**config.mk**
```make
export PLATFORM = sky130hd
export DESIGN_NAME = line_sensor_centroid
export DESIGN_NICKNAME = d
export VERILOG_FILES = /design/src/hdl/lsc_pkg.sv /design/src/hdl/lsc_ctrl.sv /design/src/hdl/lsc_datapath.sv /design/src/hdl/line_sensor_centroid.sv
export VERILOG_INCLUDE_DIRS = /design/src /design/src/hdl
export SDC_FILE = /design/constraint.sdc
export NUM_CORES = 1
export LEC_CHECK = 0
export BUFFER_PORTS_ARGS = -buffer_cell sky130_fd_sc_hd__buf_2
export CAP_MARGIN = 10
export CORE_MARGIN = 2
export CORE_UTILIZATION = 31
export CTS_CLUSTER_DIAMETER = 60
export CTS_CLUSTER_SIZE = 20
export DETAILED_ROUTE_END_ITERATION = 7
export PLACE_DENSITY = 0.44
export REMOVE_ABC_BUFFERS = 1
export SLEW_MARGIN = 30
export SYNTH_ARGS = -nofsm -noshare
export SYNTH_HDL_FRONTEND = slang
export SYNTH_SLANG_ARGS = --single-unit
```
**constraint.sdc**
```tcl
create_clock -name clk -period 12.95 [get_ports clk]
set_input_delay 1.295 -clock clk [delete_from_list [all_inputs] [get_ports clk]]
set_output_delay 1.295 -clock clk [all_outputs]
set_load 0.005 [all_outputs]
```
**src/hdl/line_sensor_centroid_defines.svh**
```systemverilog
// Assertion macros for the line sensor centroid block.
// Used by line_sensor_centroid.sv; expects clk and rst_n in scope.
`ifndef LINE_SENSOR_CENTROID_DEFINES_SVH
`define LINE_SENSOR_CENTROID_DEFINES_SVH

// Same-cycle implication, disabled while in reset.
`define LSC_ASSERT_NOW(label, ante, cons) \
    label: assert property (@(posedge clk) disable iff (!rst_n) (ante) |-> (cons)) \
        else $error("line_sensor_centroid: same-cycle check failed");

// Next-cycle implication, disabled while in reset.
`define LSC_ASSERT_NEXT(label, ante, cons) \
    label: assert property (@(posedge clk) disable iff (!rst_n) (ante) |=> (cons)) \
        else $error("line_sensor_centroid: next-cycle check failed");

`endif

```
**src/hdl/lsc_pkg.sv**
```systemverilog
// Shared constants, types and helpers for the line sensor centroid block.
// No dependencies; used by lsc_ctrl, lsc_datapath and line_sensor_centroid.
`default_nettype none

package lsc_pkg;

    localparam int SENSOR_COUNT = 8;
    localparam int READING_BITS = 12;

    // result field widths
    localparam int POS_BITS = 11;
    localparam int CNT_BITS = 4;

    localparam int OPCODE_BITS = 2;
    localparam logic [OPCODE_BITS-1:0] OP_MEASURE   = 2'd0;
    localparam logic [OPCODE_BITS-1:0] OP_CAL_WHITE = 2'd1;
    localparam logic [OPCODE_BITS-1:0] OP_CAL_BLACK = 2'd2;

    // one half sensor spacing in 1/256 units
    localparam int HALF_STEP = 128;
    localparam int HALF_SHIFT = $clog2(HALF_STEP);

    localparam logic [READING_BITS-1:0] WHITE_DEFAULT = READING_BITS'(4000);
    localparam logic [READING_BITS-1:0] BLACK_DEFAULT = READING_BITS'(3850);
    localparam logic [READING_BITS:0] LEVEL_SUM_DEFAULT =
        {1'b0, WHITE_DEFAULT} + {1'b0, BLACK_DEFAULT};
    localparam logic [READING_BITS-1:0] THR_DEFAULT = LEVEL_SUM_DEFAULT[READING_BITS:1];

    // active count 0..SENSOR_COUNT
    localparam int CNT_W = $clog2(SENSOR_COUNT + 1);
    // largest magnitude of the weight sum, in half spacings
    localparam int MAX_ABS_HALVES = SENSOR_COUNT * SENSOR_COUNT / 4;
    localparam int SUMH_W = $clog2(MAX_ABS_HALVES + 1) + 1;
    localparam int ABSH_W = SUMH_W - 1;
    localparam int DIVD_W = $clog2(MAX_ABS_HALVES * HALF_STEP + 1);

    // divider: quotient bits resolved per cycle and number of cycles
    localparam int DIV_STEPS = 4;
    localparam int DIV_CYCLES = (DIVD_W + DIV_STEPS - 1) / DIV_STEPS;
    localparam int QUO_W = DIV_CYCLES * DIV_STEPS;
    localparam int REM_W = CNT_W + 1;
    localparam int ITER_W = (DIV_CYCLES > 1) ? $clog2(DIV_CYCLES) : 1;

    // bound of the reported position, 1/256 units
    localparam int POS_LIMIT = (SENSOR_COUNT - 1) * HALF_STEP;

    // stream packing
    localparam int IN_FIELD_BITS = OPCODE_BITS + SENSOR_COUNT * READING_BITS;
    localparam int IN_DATA_W = (IN_FIELD_BITS + 7) / 8 * 8;
    localparam int OUT_FIELD_BITS = POS_BITS + CNT_BITS;
    localparam int OUT_DATA_W = (OUT_FIELD_BITS + 7) / 8 * 8;

    typedef logic [READING_BITS-1:0] reading_t;
    typedef reading_t [SENSOR_COUNT-1:0] scan_t;

    typedef struct packed {
        logic accept;    // take a request from the input port
        logic prep;      // reduce the mask to count and dividend
        logic div_step;  // resolve DIV_STEPS quotient bits
        logic out_load;  // move the finished result to the output register
    } lsc_cmd_t;

    // centered weight of sensor idx in half spacings: 2*idx - (N-1)
    function automatic logic signed [SUMH_W-1:0] sensor_weight(input int idx);
        return SUMH_W'(2 * idx - (SENSOR_COUNT - 1));
    endfunction

endpackage

`default_nettype wire

```
**src/hdl/lsc_ctrl.sv**
```systemverilog
// Sequencer for the line sensor centroid block: handshakes and step commands.
// Depends on lsc_pkg.
`default_nettype none

module lsc_ctrl (
    input  wire logic            clk,
    input  wire logic            rst_n,
    input  wire logic            s_tvalid,
    output logic                 s_tready,
    output logic                 m_tvalid,
    input  wire logic            m_tready,
    output lsc_pkg::lsc_cmd_t    cmd
);

    localparam logic [1:0] ST_IDLE = 2'd0;
    localparam logic [1:0] ST_PREP = 2'd1;
    localparam logic [1:0] ST_DIV  = 2'd2;
    localparam logic [1:0] ST_FIN  = 2'd3;

    logic [1:0] state_reg, state_next;
    logic [lsc_pkg::ITER_W-1:0] iter_reg, iter_next;
    logic m_valid_reg, m_valid_next;

    always_comb
    begin
        state_next   = state_reg;
        iter_next    = iter_reg;
        cmd          = '0;
        s_tready     = 1'b0;
        case (state_reg)
            ST_IDLE:
            begin
                s_tready = 1'b1;
                if (s_tvalid)
                begin
                    cmd.accept = 1'b1;
                    state_next = ST_PREP;
                end
            end
            ST_PREP:
            begin
                cmd.prep   = 1'b1;
                iter_next  = '0;
                state_next = ST_DIV;
            end
            ST_DIV:
            begin
                cmd.div_step = 1'b1;
                iter_next    = iter_reg + 1'b1;
                if (iter_reg == lsc_pkg::ITER_W'(lsc_pkg::DIV_CYCLES - 1))
                begin
                    state_next = ST_FIN;
                end
            end
            ST_FIN:
            begin
                // hold the result until the output register frees up
                if (!m_valid_reg || m_tready)
                begin
                    cmd.out_load = 1'b1;
                    state_next   = ST_IDLE;
                end
            end
            default:
            begin
                state_next = ST_IDLE;
            end
        endcase
    end

    always_comb
    begin
        if (cmd.out_load)
        begin
            m_valid_next = 1'b1;
        end
        else if (m_tready)
        begin
            m_valid_next = 1'b0;
        end
        else
        begin
            m_valid_next = m_valid_reg;
        end
    end

    assign m_tvalid = m_valid_reg;

    always_ff @(posedge clk or negedge rst_n)
    begin
        if (!rst_n)
        begin
            state_reg   <= ST_IDLE;
            iter_reg    <= '0;
            m_valid_reg <= 1'b0;
        end
        else
        begin
            state_reg   <= state_next;
            iter_reg    <= iter_next;
            m_valid_reg <= m_valid_next;
        end
    end

endmodule

`default_nettype wire

```
**src/hdl/lsc_datapath.sv**
```systemverilog
// Datapath for the line sensor centroid block: calibration levels, thresholds,
// sensor mask, signed centroid divider and output register. Depends on lsc_pkg.
`default_nettype none

module lsc_datapath (
    input  wire logic                                clk,
    input  wire logic                                rst_n,
    input  wire lsc_pkg::lsc_cmd_t                   cmd,
    input  wire logic [lsc_pkg::OPCODE_BITS-1:0]     opcode,
    input  wire lsc_pkg::scan_t                      readings,
    output logic signed [lsc_pkg::POS_BITS-1:0]      line_position,
    output logic [lsc_pkg::CNT_BITS-1:0]             active_count
);

    lsc_pkg::scan_t white_reg, black_reg, thr_reg;
    logic [lsc_pkg::SENSOR_COUNT-1:0] mask_reg;
    logic [lsc_pkg::CNT_W-1:0] cnt_reg;
    logic neg_reg;
    logic [lsc_pkg::QUO_W-1:0] quo_reg, quo_next;
    logic [lsc_pkg::REM_W-1:0] rem_reg, rem_next;
    logic [lsc_pkg::POS_BITS-1:0] pos_reg;
    logic [lsc_pkg::CNT_BITS-1:0] acnt_reg;

    logic [lsc_pkg::CNT_W-1:0] cnt_sum;
    logic signed [lsc_pkg::SUMH_W-1:0] halves_sum;
    logic [lsc_pkg::ABSH_W-1:0] halves_abs;
    logic [lsc_pkg::POS_BITS-1:0] pos_mag;

    // calibration: levels and thresholds, all reset to the default levels
    always_ff @(posedge clk or negedge rst_n)
    begin
        if (!rst_n)
        begin
            for (int i = 0; i < lsc_pkg::SENSOR_COUNT; i++)
            begin
                white_reg[i] <= lsc_pkg::WHITE_DEFAULT;
                black_reg[i] <= lsc_pkg::BLACK_DEFAULT;
                thr_reg[i]   <= lsc_pkg::THR_DEFAULT;
            end
        end
        else if (cmd.accept)
        begin
            for (int i = 0; i < lsc_pkg::SENSOR_COUNT; i++)
            begin
                if (opcode == lsc_pkg::OP_CAL_WHITE)
                begin
                    white_reg[i] <= readings[i];
                    thr_reg[i]   <= lsc_pkg::READING_BITS'(
                        ({1'b0, readings[i]} + {1'b0, black_reg[i]}) >> 1);
                end
                else if (opcode == lsc_pkg::OP_CAL_BLACK)
                begin
                    black_reg[i] <= readings[i];
                    thr_reg[i]   <= lsc_pkg::READING_BITS'(
                        ({1'b0, white_reg[i]} + {1'b0, readings[i]}) >> 1);
                end
            end
        end
    end

    // reduce the mask: count and signed weight sum
    always_comb
    begin
        cnt_sum    = '0;
        halves_sum = '0;
        for (int i = 0; i < lsc_pkg::SENSOR_COUNT; i++)
        begin
            if (mask_reg[i])
            begin
                cnt_sum    = cnt_sum + 1'b1;
                halves_sum = halves_sum + lsc_pkg::sensor_weight(i);
            end
        end
        halves_abs = halves_sum[lsc_pkg::SUMH_W-1]
                   ? lsc_pkg::ABSH_W'(-halves_sum)
                   : lsc_pkg::ABSH_W'(halves_sum);
    end

    // restoring division, DIV_STEPS quotient bits per cycle
    always_comb
    begin
        logic [lsc_pkg::REM_W-1:0] trial;
        rem_next = rem_reg;
        quo_next = quo_reg;
        for (int k = 0; k < lsc_pkg::DIV_STEPS; k++)
        begin
            trial    = {rem_next[lsc_pkg::REM_W-2:0], quo_next[lsc_pkg::QUO_W-1]};
            quo_next = {quo_next[lsc_pkg::QUO_W-2:0], 1'b0};
            if (trial >= {1'b0, cnt_reg})
            begin
                rem_next    = trial - {1'b0, cnt_reg};
                quo_next[0] = 1'b1;
            end
            else
            begin
                rem_next = trial;
            end
        end
    end

    always_ff @(posedge clk)
    begin
        if (cmd.accept)
        begin
            // only a measure request marks sensors
            for (int i = 0; i < lsc_pkg::SENSOR_COUNT; i++)
            begin
                mask_reg[i] <= (opcode == lsc_pkg::OP_MEASURE) && (readings[i] < thr_reg[i]);
            end
        end
        if (cmd.prep)
        begin
            cnt_reg <= cnt_sum;
            neg_reg <= halves_sum[lsc_pkg::SUMH_W-1];
            quo_reg <= lsc_pkg::QUO_W'(halves_abs) << lsc_pkg::HALF_SHIFT;
            rem_reg <= '0;
        end
        else if (cmd.div_step)
        begin
            quo_reg <= quo_next;
            rem_reg <= rem_next;
        end
        if (cmd.out_load)
        begin
            pos_reg  <= (cnt_reg == '0) ? '0 : (neg_reg ? -pos_mag : pos_mag);
            acnt_reg <= lsc_pkg::CNT_BITS'(cnt_reg);
        end
    end

    assign pos_mag       = lsc_pkg::POS_BITS'(quo_reg);
    assign line_position = pos_reg;
    assign active_count  = acnt_reg;

endmodule

`default_nettype wire

```
**src/hdl/line_sensor_centroid.sv**
```systemverilog
// Line sensor centroid: top level joining the sequencer and the datapath.
// Depends on lsc_pkg, lsc_ctrl, lsc_datapath and line_sensor_centroid_defines.svh.
//
// Usage:
//   Slave channel (s_*) takes one request per scan: an opcode and eight
//   12-bit readings. Opcode measure marks each sensor below its threshold
//   and reports the centroid of the marked sensors' centered weights in
//   1/256 sensor spacing (truncated toward zero) plus the marked count.
//   Calibrate white/black stores the scan as that level and recomputes every
//   threshold as the floor of the white and black mean; it reports zeros,
//   as does the unused opcode, which leaves the state alone.
//   Master channel (m_*) returns one result per request, in order.
// Sequence:
//   After acceptance a request is worked through in order: the mask is
//   reduced to a count and dividend, the 4-bit-per-cycle divider resolves
//   the quotient, and the result is loaded into the output register. The
//   next request is taken only after that load; s_tready is high only
//   while the sequencer is idle.
// Reset:
//   rst_n clears the handshakes and loads white 4000, black 3850, threshold
//   3925 into every sensor slot.
// Stall:
//   A result waiting on m_tready stays put; the next request may still be
//   accepted and worked on, and its result holds until the register frees.
`default_nettype none
`include "line_sensor_centroid_defines.svh"

module line_sensor_centroid (
    input  wire logic                             clk,
    input  wire logic                             rst_n,
    input  wire logic                             s_tvalid,
    output logic                                  s_tready,
    // opcode[1:0], reading_0 .. reading_7 (12 bits each), zero fill
    input  wire logic [lsc_pkg::IN_DATA_W-1:0]    s_tdata,
    output logic                                  m_tvalid,
    input  wire logic                             m_tready,
    // line_position[10:0] (signed), active_count[14:11], zero fill
    output logic [lsc_pkg::OUT_DATA_W-1:0]        m_tdata
);

    lsc_pkg::lsc_cmd_t cmd;
    lsc_pkg::scan_t readings;
    logic [lsc_pkg::OPCODE_BITS-1:0] opcode;
    logic signed [lsc_pkg::POS_BITS-1:0] line_position;
    logic [lsc_pkg::CNT_BITS-1:0] active_count;

    // unpack the scan from the request word
    assign opcode = s_tdata[lsc_pkg::OPCODE_BITS-1:0];
    always_comb
    begin
        for (int i = 0; i < lsc_pkg::SENSOR_COUNT; i++)
        begin
            readings[i] = s_tdata[lsc_pkg::OPCODE_BITS + i * lsc_pkg::READING_BITS
                                  +: lsc_pkg::READING_BITS];
        end
    end

    lsc_ctrl u_ctrl (
        .clk      (clk),
        .rst_n    (rst_n),
        .s_tvalid (s_tvalid),
        .s_tready (s_tready),
        .m_tvalid (m_tvalid),
        .m_tready (m_tready),
        .cmd      (cmd)
    );

    lsc_datapath u_datapath (
        .clk           (clk),
        .rst_n         (rst_n),
        .cmd           (cmd),
        .opcode        (opcode),
        .readings      (readings),
        .line_position (line_position),
        .active_count  (active_count)
    );

    // pack the result, zero fill to whole bytes
    assign m_tdata = lsc_pkg::OUT_DATA_W'({active_count, line_position});

    // the sequencer stops taking requests right after one is accepted
    `LSC_ASSERT_NEXT(a_busy_after_accept, s_tvalid && s_tready, !s_tready)
    // an empty scan always reports the center
    `LSC_ASSERT_NOW(a_empty_center, m_tvalid && (active_count == '0), line_position == '0)
    // the position stays within the outermost sensors
    `LSC_ASSERT_NOW(a_pos_range, m_tvalid,
        (line_position <= lsc_pkg::POS_BITS'(lsc_pkg::POS_LIMIT)) &&
        (line_position >= -lsc_pkg::POS_BITS'(lsc_pkg::POS_LIMIT)))
    // the count never exceeds the number of sensors
    `LSC_ASSERT_NOW(a_cnt_range, m_tvalid,
        active_count <= lsc_pkg::CNT_BITS'(lsc_pkg::SENSOR_COUNT))

endmodule

`default_nettype wire

```
==> results of run 1 <==
where the power goes:
group          internal, mW  switching, mW  total, mW  leakage (nW)
Clock                 0.670          0.495       1.16         0.645
Sequential             1.79          0.261       2.05          3.71
Combinational          1.85           1.94       3.79          6.79
Total                  4.31           2.70       7.01          11.1
worst min-delay path, cell delays in order (launching register included):
cell and delay (ns):
sky130_fd_sc_hd__dfstp_2 0.37, sky130_fd_sc_hd__nand2_1 0.05, sky130_fd_sc_hd__nand2_1 0.04
area by class of cell:
type,instances,area share [%]
diodes,2,0.0201
inverters,173,2.61
well taps,940,4.72
flip-flops and latches,337,35.1
repair buffers,130,2.98
clock buffers,49,4.37
multi-input cells,1441,49.1
clock inverters,26,1.05
worst paths after layout:
kind                                                    from                              endpoint  slack, ns
min                        u_datapath.thr_reg[0]$_DFFE_PN1P_     u_datapath.thr_reg[0]$_DFFE_PN1P_       0.46
min in group asynchronous                              rst_n  u_datapath.black_reg[74]$_DFFE_PN0P_       0.61
min reg2reg                u_datapath.thr_reg[0]$_DFFE_PN1P_     u_datapath.thr_reg[0]$_DFFE_PN1P_       0.46
max                          u_datapath.cnt_reg[1]$_DFFE_PP_    u_datapath.rem_reg[2]$_SDFFE_PP0P_       5.47
max in group asynchronous                              rst_n        u_ctrl.iter_reg[0]$_DFFE_PN0P_      10.74
max reg2reg                  u_datapath.cnt_reg[1]$_DFFE_PP_    u_datapath.rem_reg[2]$_SDFFE_PP0P_       5.47
metrics by stage:
stage,hold WS (ns),cells
after global placement,0.446,3020
after detailed placement,0.450,3020
after CTS,0.461,3095
final,0.458,3098
after floorplan,0.439,1951
after global routing,0.472,3098
kinds of logic after synthesis:
family                     Yosys count
DFF                                337
buffers and inverters              248
xor gates and xnor gates            96
adders and majority gates          231
AOI/OAI and AO/OA                  424
other                                1
muxes                              317
and+or+nand+nor                    372
synthesized netlist by cell type (21+ instances only):
library cell | n | area [um^2]
sky130_fd_sc_hd__a211oi_1 | 21 | 158
sky130_fd_sc_hd__a21o_1 | 73 | 548
sky130_fd_sc_hd__a21oi_1 | 68 | 340
sky130_fd_sc_hd__clkbuf_1 | 55 | 206
sky130_fd_sc_hd__dfrtp_1 | 133 | 3330
sky130_fd_sc_hd__dfstp_2 | 160 | 4200
sky130_fd_sc_hd__edfxtp_1 | 33 | 991
sky130_fd_sc_hd__ha_1 | 217 | 2720
sky130_fd_sc_hd__inv_1 | 172 | 646
sky130_fd_sc_hd__mux2_2 | 287 | 3230
sky130_fd_sc_hd__mux2i_1 | 29 | 290
sky130_fd_sc_hd__nand2_1 | 146 | 548
sky130_fd_sc_hd__nor2_1 | 76 | 285
sky130_fd_sc_hd__nor3_1 | 31 | 155
sky130_fd_sc_hd__o21ai_0 | 102 | 510
sky130_fd_sc_hd__o21bai_1 | 48 | 360
sky130_fd_sc_hd__xnor2_1 | 65 | 569
sky130_fd_sc_hd__xor2_1 | 25 | 219
layer usage:
layer	part of all wire, %	up-vias
met5	0.22	-
met3	4.1	71
met1	48	7042
li1	-	7435
met4	1.7	18
met2	46	147
==> flow_summary.ini, run 1 <==
[finish]
finish.instance_area_um2 = 24900
layout.cells.most_common = sky130_fd_sc_hd__mux2_2
final_layout_size_suffix_gt1_share_pct = 31.4
number_of_filler_cells_placed_in_the_layout = 7036
multiInputGateArea_um2 = 12200
most_frequent_cells_in_the_layout = sky130_fd_sc_hd__mux2_2, sky130_fd_sc_hd__ha_1, sky130_fd_sc_hd__inv_1, sky130_fd_sc_hd__dfstp_2, sky130_fd_sc_hd__nand2_1
sequential_cell_area_um2 = 8740
finish.net_count = 2464
area_delta_synth_final_pct = 13.7
core_occupancy_in_the_finished_layout_pct = 35.6

[synth]
ys_types = 79
post_synth_mux_area_share_pct = 16.2
synth_simple_gate_area_share_pct = 8.36
synth-compound-area-share_pct = 13.4
post_synthesis_register_bit_count = 337
synth_warnings = 0
seq_area_frac_synth_pct = 39.9
synth-edff-count = 33
post_synth_fa_ha_maj_area_fraction_pct = 13.7
combinational_family_with_the_most_area_after_synthesis = multiplexers
gate_count_after_technology_mapping = 2026
netlist_area_um2 = 21900
asyncSetResetFlopFracSynth_pct = 86.9
yosys_most_used_dff = sky130_fd_sc_hd__dfstp_2
postSynthAreaPerCell_um2 = 10.8
synthXorXnorAreaFrac_pct = 4.12

[clock_tree]
cts_max_path_buffers = 3
clock_sinks = 337
post_cts_setup_buffer_count = 0
worstSkewPairLatency_ns = 0.57
hold_buffers = 0
clk_transition_reported_paths_ns = 0.06
ctsHtreeMaxLevel = 2
tritoncts = done
cts_resized = 0
clockRootBuffer = sky130_fd_sc_hd__clkbuf_16
cts-buffers-inserted = 42

[critical_path]
critical_path_buf_inv_count = 3
critical_path.slowest_cell = sky130_fd_sc_hd__a221oi_2
crit_type = reg2reg
worst-endpoint-arrival_ns = 7.95
timing.critical_path.slowest_cell_delay_ns = 0.53
crit_fanout = 7
critPathLaunchType = flop
worstSetupEndpointType = flop
worst-r2r-cell-count = 30
critical-path-top-delay-family = compound AO/OA/AOI/OAI gates
timing.critical_path.depth = 30
cp_data_required_time_ns = 13.42

[grt]
grt_busiest_layer = met2
grt_antenna_before_repair = 12
globalRouteMet1Util_pct = 17.5
met2_global_route_usage_pct = 22.5
grt_pass1_wl_mm = 80.3
largest_net_degree_at_the_start_of_global_routing = 121
grt_overflow_total = 0
grt_pass1_vias = 15000
groute.layer.met3.usage_pct = 3.13
grtUsageTotal_pct = 13.4

[routing]
wirelength_mm = 48.1
routed_wire_length_per_instance_um = 15.5
via_count = 14700
drt-initial-drc-count = 576
drt-vias-per-instance = 4.75
drc = 0
detail_route.first_pass.iterations = 4
ant_nets = 0

[floorplan]
design.core.area_um2 = 70000
initial_core_utilization_pct = 31.3
die-width_um = 270
vertical_extent_of_the_die_um = 270
top_level_ports = 126
std_cell_rows = 97
die_area_um2 = 72800

[hold_path]
hold_depth = 2
min_path_type = reg2reg

[timing]
period_minus_slack_ns = 7.48
finalHoldViolCount = 0
share_of_the_clock_period_used_by_the_worst_path_pct = 57.8
worst_slew_margin_rel_pct = 39.4
totalNegativeSetupSlack_ns = 0
tightest_slew_ns = 0.909
postLayoutSetupSlackWorst_ns = 5.47
max_freq_ghz = 0.134
grt_setup_unrepaired = no
setup_viol = 0
fin_worst_skew_ns = 0.0337
final_max_slew_viol_count = 0

[power]
pwr_density_cell_nw_per_um2 = 281
total_power_mw = 7.01
irDropWorstVdd_v = 0.000209
total_leakage_power_nw = 11.1

[flow_run]
max-cap-violations = 0

[place]
area_of_placed_instances_um2 = 23500
place_ws_ns = 5.47
port_buffers = 118
place_congestion = 0.757
place.detailed.hpwl_mm = 32.4

[status]
status = finished clean
Power figures use the tool's default switching activity.
==> run 2, diff against run 1 <==
--- a/config.mk
+++ b/config.mk
@@ -6,6 +6,7 @@
 export SDC_FILE = /design/constraint.sdc
 export NUM_CORES = 1
 export LEC_CHECK = 0
+export ABC_AREA = 1
 export BUFFER_PORTS_ARGS = -buffer_cell sky130_fd_sc_hd__buf_2
 export CAP_MARGIN = 10
 export CORE_MARGIN = 2
@@ -13,7 +14,7 @@
 export CTS_CLUSTER_DIAMETER = 60
 export CTS_CLUSTER_SIZE = 20
 export DETAILED_ROUTE_END_ITERATION = 7
-export PLACE_DENSITY = 0.44
+export PLACE_DENSITY = 0.46
 export REMOVE_ABC_BUFFERS = 1
 export SLEW_MARGIN = 30
 export SYNTH_ARGS = -nofsm -noshare
==> constraint.sdc (replaced) <==
create_clock -name clk -period 6.6 [get_ports clk]
set_input_delay 0.66 -clock clk [delete_from_list [all_inputs] [get_ports clk]]
set_output_delay 0.66 -clock clk [all_outputs]
set_load 0.005 [all_outputs]
==> run 2 against run 1 <==
  * Synthesized cell count grew 34%
  * Maximum frequency grew 23%
  * Critical path depth grew 4
  * Critical path type unchanged
  * Cell count grew 22%
  * Register-to-register slack lost 4.9 ns
  * Worst setup slack lost 4.9 ns
  * Non-clock buffer count grew 10
  * Critical endpoint is now u_datapath.rem_reg[3]$_SDFFE_PP0P_
==> flow_summary.ini, run 2 <==
[clock_tree]
clockRootBuffer = sky130_fd_sc_hd__clkbuf_16
tritoncts = done
clock_sinks = 337
worstSkewPairLatency_ns = 0.58
clk_transition_reported_paths_ns = 0.06
ctsHtreeMaxLevel = 2
cts-buffers-inserted = 42
cts_max_path_buffers = 3

[critical_path]
crit_top_cell = sky130_fd_sc_hd__nand2_1
worstSetupEndpointType = flop
timing.critical_path.slowest_cell_delay_ns = 0.48
cp_data_required_time_ns = 7.10
critPathLaunchType = flop
worst-endpoint-arrival_ns = 6.57
critical_path.slowest_cell = sky130_fd_sc_hd__edfxtp_1
crit_type = reg2reg
crit_fanout = 7

[place]
place.detailed.hpwl_mm = 36.2
area_of_placed_instances_um2 = 23100
port_buffers = 118
place_congestion = 0.797
post-place-cells = 3688

[timing]
max_freq_ghz = 0.165
totalNegativeSetupSlack_ns = 0
fin_worst_skew_ns = 0.0326
tightest_slew_ns = 0.921
worst_slew_margin_rel_pct = 38.6
share_of_the_clock_period_used_by_the_worst_path_pct = 92.0
timing.hold.ws_ns = 0.127
final_max_slew_viol_count = 0
period_minus_slack_ns = 6.07
finalHoldViolCount = 0
setup_viol = 0

[finish]
layout.cells.most_common = sky130_fd_sc_hd__nand2_1
area_delta_synth_final_pct = 14.6
most_frequent_cells_in_the_layout = sky130_fd_sc_hd__nand2_1, sky130_fd_sc_hd__inv_1, sky130_fd_sc_hd__o21ai_0, sky130_fd_sc_hd__ha_1, sky130_fd_sc_hd__dfstp_2
multiInputGateArea_um2 = 11100
finish.net_count = 3147
final_layout_size_suffix_gt1_share_pct = 15.7
finish.instance_area_um2 = 24600
final-instance-count-excl-fill = 3777
number_of_filler_cells_placed_in_the_layout = 7183
sequential_cell_area_um2 = 8740

[routing]
detail_route.first_pass.iterations = 5
ant_nets = 0
drt-vias-per-instance = 4.61
routed_wire_length_per_instance_um = 14.0
wirelength_mm = 52.8
drt-initial-drc-count = 840
via_count = 17400
drc = 0

[synth]
synth.top_cells.by_count = sky130_fd_sc_hd__nand2_1, sky130_fd_sc_hd__inv_1, sky130_fd_sc_hd__o21ai_0
asyncSetResetFlopFracSynth_pct = 86.9
gate_count_after_technology_mapping = 2715
ys_types = 50
netlist_area_um2 = 21500
synthDominantCellAreaShare_pct = 19.6
postSynthAreaPerCell_um2 = 7.91
yosys_most_used_dff = sky130_fd_sc_hd__dfstp_2
synth_warnings = 0
post_synthesis_register_bit_count = 337
yosys.cell_count.top_type = sky130_fd_sc_hd__nand2_1
cell_type_contributing_the_most_total_cell_area_after_synthesis = sky130_fd_sc_hd__dfstp_2
seq_area_frac_synth_pct = 40.7
ranking_of_synthesized_cells_by_area = sky130_fd_sc_hd__dfstp_2, sky130_fd_sc_hd__dfrtp_1, sky130_fd_sc_hd__nand2_1
synth-edff-count = 33

[grt]
grt_overflow_total = 0
grtUsageTotal_pct = 15.3
grt_pass1_vias = 17800
groute.layer.met3.usage_pct = 3.29
met2_global_route_usage_pct = 26.5
grt_antenna_before_repair = 13
largest_net_degree_at_the_start_of_global_routing = 193
grt_pass1_wl_mm = 89.2
globalRouteMet1Util_pct = 19.2
grt_busiest_layer = met2

[power]
total_power_mw = 13.2
total_leakage_power_nw = 12.3
irDropWorstVdd_v = 0.000615
pwr_density_cell_nw_per_um2 = 536

[hold_path]
min_path_type = in2async

[status]
status = finished clean

[floorplan]
die_area_um2 = 71400
top_level_ports = 126
std_cell_rows = 96
die-width_um = 267
design.core.area_um2 = 68600
vertical_extent_of_the_die_um = 267
initial_core_utilization_pct = 31.3

[flow_run]
max-cap-violations = 0
[run 2: cell count changes in the layout (fill, tap and decap cells not counted), sizes merged, moves of 19 or more]
cell	change
nand2	+698
mux2	-288
o21ai	+228
inv	+184
a21oi	+70
a21o	-66
nand3	+57
o21bai	-39
xnor2	-31
nor2	+30
mux2i	-29
nand2b	-20
nor3	-19
[run 2: path summary, 6_finish.rpt]
| path | startpoint | slack, ns | cells past startpoint | to |
|---|---|---|---|---|
| setup / recovery | u_datapath.cnt_reg[1]$_DFFE_PP_ | 0.53 | 34 | u_datapath.rem_reg[3]$_SDFFE_PP0P_ |
| hold / removal | rst_n | 0.13 | 1 | u_datapath.white_reg[72]$_DFFE_PN0P_ |
| setup reg to reg | u_datapath.cnt_reg[1]$_DFFE_PP_ | 0.53 | 34 | u_datapath.rem_reg[3]$_SDFFE_PP0P_ |
| hold reg to reg | u_datapath.thr_reg[36]$_DFFE_PN1P_ | 0.47 | 2 | u_datapath.thr_reg[36]$_DFFE_PN1P_ |
| max in group asynchronous | rst_n | 5.15 | 2 | u_datapath.black_reg[4]$_DFFE_PN0P_ |
| min in group clk | s_tdata[85] | 0.34 | 3 | u_datapath.white_reg[83]$_DFFE_PN1P_ |
[run 2: power by group]
group	internal (mW)	switching [mW]	total [mW]
sequential	3.42	0.495	3.92
clock	1.33	1.09	2.42
combinational	2.69	4.17	6.86
total	7.44	5.76	13.2
[run 2: cell families (layout without fill, tap and decap cells)]
group	count (synthesis)	after routing	synth area share [%]
AOI/OAI and AO/OA	561	561	14.2
xor gates and xnor gates	69	69	2.82
adders and majority gates	231	231	14.0
buffers and inverters	440	567	7.79
DFF	337	337	40.7
other	1	5	0.0175
and+or+nand+nor	1076	1076	20.5
[run 2: layout make-up]
cell class	count	share of cell area, %
diodes	4	0.0407
clock buffers	45	4.36
clock inverters	33	1.58
inverters	349	5.35
multi-input cells	1938	45.2
flip-flops and latches	337	35.5
well taps	931	4.73
repair buffers	140	3.21
[run 2: layer usage]
metal | share of wire [%] | vias to the layer above
met4 | 2.0 | 18
met3 | 4.4 | 85
li1 | - | 9019
met1 | 47 | 8060
met2 | 47 | 212
met5 | 0.22 | -
[run 2: metrics by stage]
| step | worst slack [ns] | util (%) |
|---|---|---|
| after global placement | 0.448 | 33.6 |
| after CTS | 0.00209 | 35.7 |
| after global routing | -0.0276 | 35.9 |
| after detailed placement | 0.0393 | 33.6 |
| final | 0.530 | 35.9 |
| after floorplan | -0.536 | - |
[run 2: what timing repair did]
action | CTS | global route
setup endpoints to repair | 0 | 5
resized for setup | 0 | 11
hold buffers | 0 | 0
setup buffers | 0 | 7
[run 2: critical path, delay by kind of cell (launching register included)]
family | cells | cell delay (ns)
and+or+nand+nor | 19 | 2.35
adders and majority gates | 4 | 1.32
buffers and inverters | 2 | 0.33
DFF | 1 | 0.48
AOI/OAI and AO/OA | 9 | 1.52
==> run 3, diff against run 2 <==
--- a/config.mk
+++ b/config.mk
@@ -14,7 +14,7 @@
 export CTS_CLUSTER_DIAMETER = 60
 export CTS_CLUSTER_SIZE = 20
 export DETAILED_ROUTE_END_ITERATION = 7
-export PLACE_DENSITY = 0.46
+export PLACE_DENSITY = 0.44
 export REMOVE_ABC_BUFFERS = 1
 export SLEW_MARGIN = 30
 export SYNTH_ARGS = -nofsm -noshare
==> constraint.sdc (replaced) <==
create_clock -name clk -period 7.6 [get_ports clk]
set_input_delay 0.76 -clock clk [delete_from_list [all_inputs] [get_ports clk]]
set_output_delay 0.76 -clock clk [all_outputs]
set_load 0.005 [all_outputs]
==> run 3 against run 2 <==
  * Utilization is 0.058 points lower
  * Worst setup slack better by 0.43 ns
  * First-iteration DRC count is 8.1% lower
  * Die area stayed put
  * Sequential power is 13% lower
  * Critical path type unchanged
==> flow_summary.ini, run 3 (synthesized netlist as in run 2, its figures left out) <==
[status]
status = finished clean

[power]
pwr_density_cell_nw_per_um2 = 459
irDropWorstVdd_v = 0.000442
total_leakage_power_nw = 12.3

[timing]
final_max_slew_viol_count = 0
fin_worst_skew_ns = 0.0237
max_freq_ghz = 0.151
setup_viol = 0
finalHoldViolCount = 0
worst_slew_margin_rel_pct = 43.2
tightest_slew_ns = 0.852
grt_setup_unrepaired = no
totalNegativeSetupSlack_ns = 0
period_minus_slack_ns = 6.64
share_of_the_clock_period_used_by_the_worst_path_pct = 87.4

[routing]
drc = 0
detail_route.first_pass.iterations = 5
ant_nets = 0
drt-vias-per-instance = 4.58
drt-initial-drc-count = 772
via_count = 17300
wirelength_mm = 52.7
routed_wire_length_per_instance_um = 14.0

[finish]
finish.instance_area_um2 = 24600
final_layout_size_suffix_gt1_share_pct = 15.3
layout.cells.most_common = sky130_fd_sc_hd__nand2_1
finish.net_count = 3137
most_frequent_cells_in_the_layout = sky130_fd_sc_hd__nand2_1, sky130_fd_sc_hd__inv_1, sky130_fd_sc_hd__o21ai_0, sky130_fd_sc_hd__ha_1, sky130_fd_sc_hd__dfstp_2
area_delta_synth_final_pct = 14.4

[grt]
largest_net_degree_at_the_start_of_global_routing = 152
grt_busiest_layer = met2
grt_overflow_total = 0
met2_global_route_usage_pct = 26.4
grtUsageTotal_pct = 15.2
grt_antenna_before_repair = 12
globalRouteMet1Util_pct = 19.3
groute.layer.met3.usage_pct = 2.98
grt_pass1_wl_mm = 88.6
grt_pass1_vias = 17400

[clock_tree]
ctsHtreeMaxLevel = 2
cts-buffers-inserted = 43
post_cts_setup_buffer_count = 0
tritoncts = done
worstSkewPairLatency_ns = 0.57
cts_max_path_buffers = 3
clockRootBuffer = sky130_fd_sc_hd__clkbuf_16
clk_transition_reported_paths_ns = 0.06
hold_buffers = 0
cts_resized = 0
clock_sinks = 337

[critical_path]
crit_type = reg2reg
critical-path-top-delay-family = simple AND/OR/NAND/NOR gates
crit-reg2reg-capture = u_datapath.rem_reg[2]$_SDFFE_PP0P_
worstSetupEndpointType = flop
crit_top_cell = sky130_fd_sc_hd__nand2_1
worstSetupStartpoint = u_datapath.cnt_reg[1]$_DFFE_PP_
timing.critical_path.slowest_cell_delay_ns = 0.53
cp_data_required_time_ns = 8.10
crit_fanout = 7
setup.worst_path.end = u_datapath.rem_reg[2]$_SDFFE_PP0P_
critical_path.slowest_cell = sky130_fd_sc_hd__edfxtp_1
worst-r2r-cell-count = 33
worst-endpoint-arrival_ns = 7.14
r2r_setup_slack_ns = 0.96
critPathLaunchType = flop
critical_path_buf_inv_count = 3
worst_r2r_startpoint = u_datapath.cnt_reg[1]$_DFFE_PP_
timing.critical_path.depth = 33

[flow_run]
max-cap-violations = 0

[floorplan]
die_area_um2 = 71400
vertical_extent_of_the_die_um = 267
std_cell_rows = 96
design.core.area_um2 = 68600
die-width_um = 267
top_level_ports = 126
initial_core_utilization_pct = 31.3

[place]
area_of_placed_instances_um2 = 23000
port_buffers = 118
place_congestion = 0.824
place.detailed.hpwl_mm = 35.7

[hold_path]
min_path_type = in2async
-- run 3: worst reg2reg max path: cells and delay by family (launching register included) --
| kind | cells | cell delay [ns] |
|---|---|---|
| AO/OA/AOI/OAI | 9 | 1.79 |
| AND/OR/NAND/NOR | 17 | 2.47 |
| flip-flops | 1 | 0.53 |
| adder cells (fa/ha/maj) | 4 | 1.25 |
| buffers and inverters | 3 | 0.53 |
-- run 3: layout make-up --
class                           count  area (um^2)
Antenna cell                        4         10.0
Clock buffer                       54         1230
Clock inverter                     26          267
Fill cell                        7137        44000
Inverter                          349         1310
Multi-Input combinational cell   1938        11100
Sequential cell                   337         8740
Tap cell                          931         1160
Timing Repair Buffer              129          741
-- run 3: worst min path at each step --
stage | slack (ns) | end | startpoint
detailed placement | 0.46 | u_datapath.thr_reg[72]$_DFFE_PN1P_ | u_datapath.thr_reg[72]$_DFFE_PN1P_
global placement | 0.45 | u_datapath.thr_reg[24]$_DFFE_PN1P_ | u_datapath.thr_reg[24]$_DFFE_PN1P_
global route | 0.25 | u_datapath.black_reg[72]$_DFFE_PN0P_ | rst_n
CTS | 0.23 | u_datapath.black_reg[72]$_DFFE_PN0P_ | rst_n
finish | 0.18 | u_datapath.white_reg[73]$_DFFE_PN0P_ | rst_n
floorplan | 0.45 | u_datapath.white_reg[60]$_DFFE_PN0P_ | u_datapath.white_reg[60]$_DFFE_PN0P_
-- run 3: where the power goes --
| part | switching (mW) | internal [mW] |
|---|---|---|
| Sequential | 0.435 | 2.97 |
| Clock | 0.875 | 1.27 |
| Combinational | 3.49 | 2.24 |
-- run 3: routing by layer --
layer	share of wire (%)	wire length (um)
met5	0.13	70
met4	1.8	955
met3	4.1	2140
met1	47	24600
met2	47	24900
-- run 3: stage by stage --
stage          power (mW)  worst slack, ns  instances  hold slack (ns)  utilization [%]
4_1_cts              11.4            0.981       3764            0.235             35.8
6_report             11.3            0.956       3768            0.178             35.8
5_1_grt              12.6            0.119       3764            0.252             35.8
3_5_place_dp         9.18             1.02       3684            0.457             33.6
3_3_place_gp         8.96             1.35       3684            0.455             33.6
2_1_floorplan        7.85            0.364       2624            0.445                -
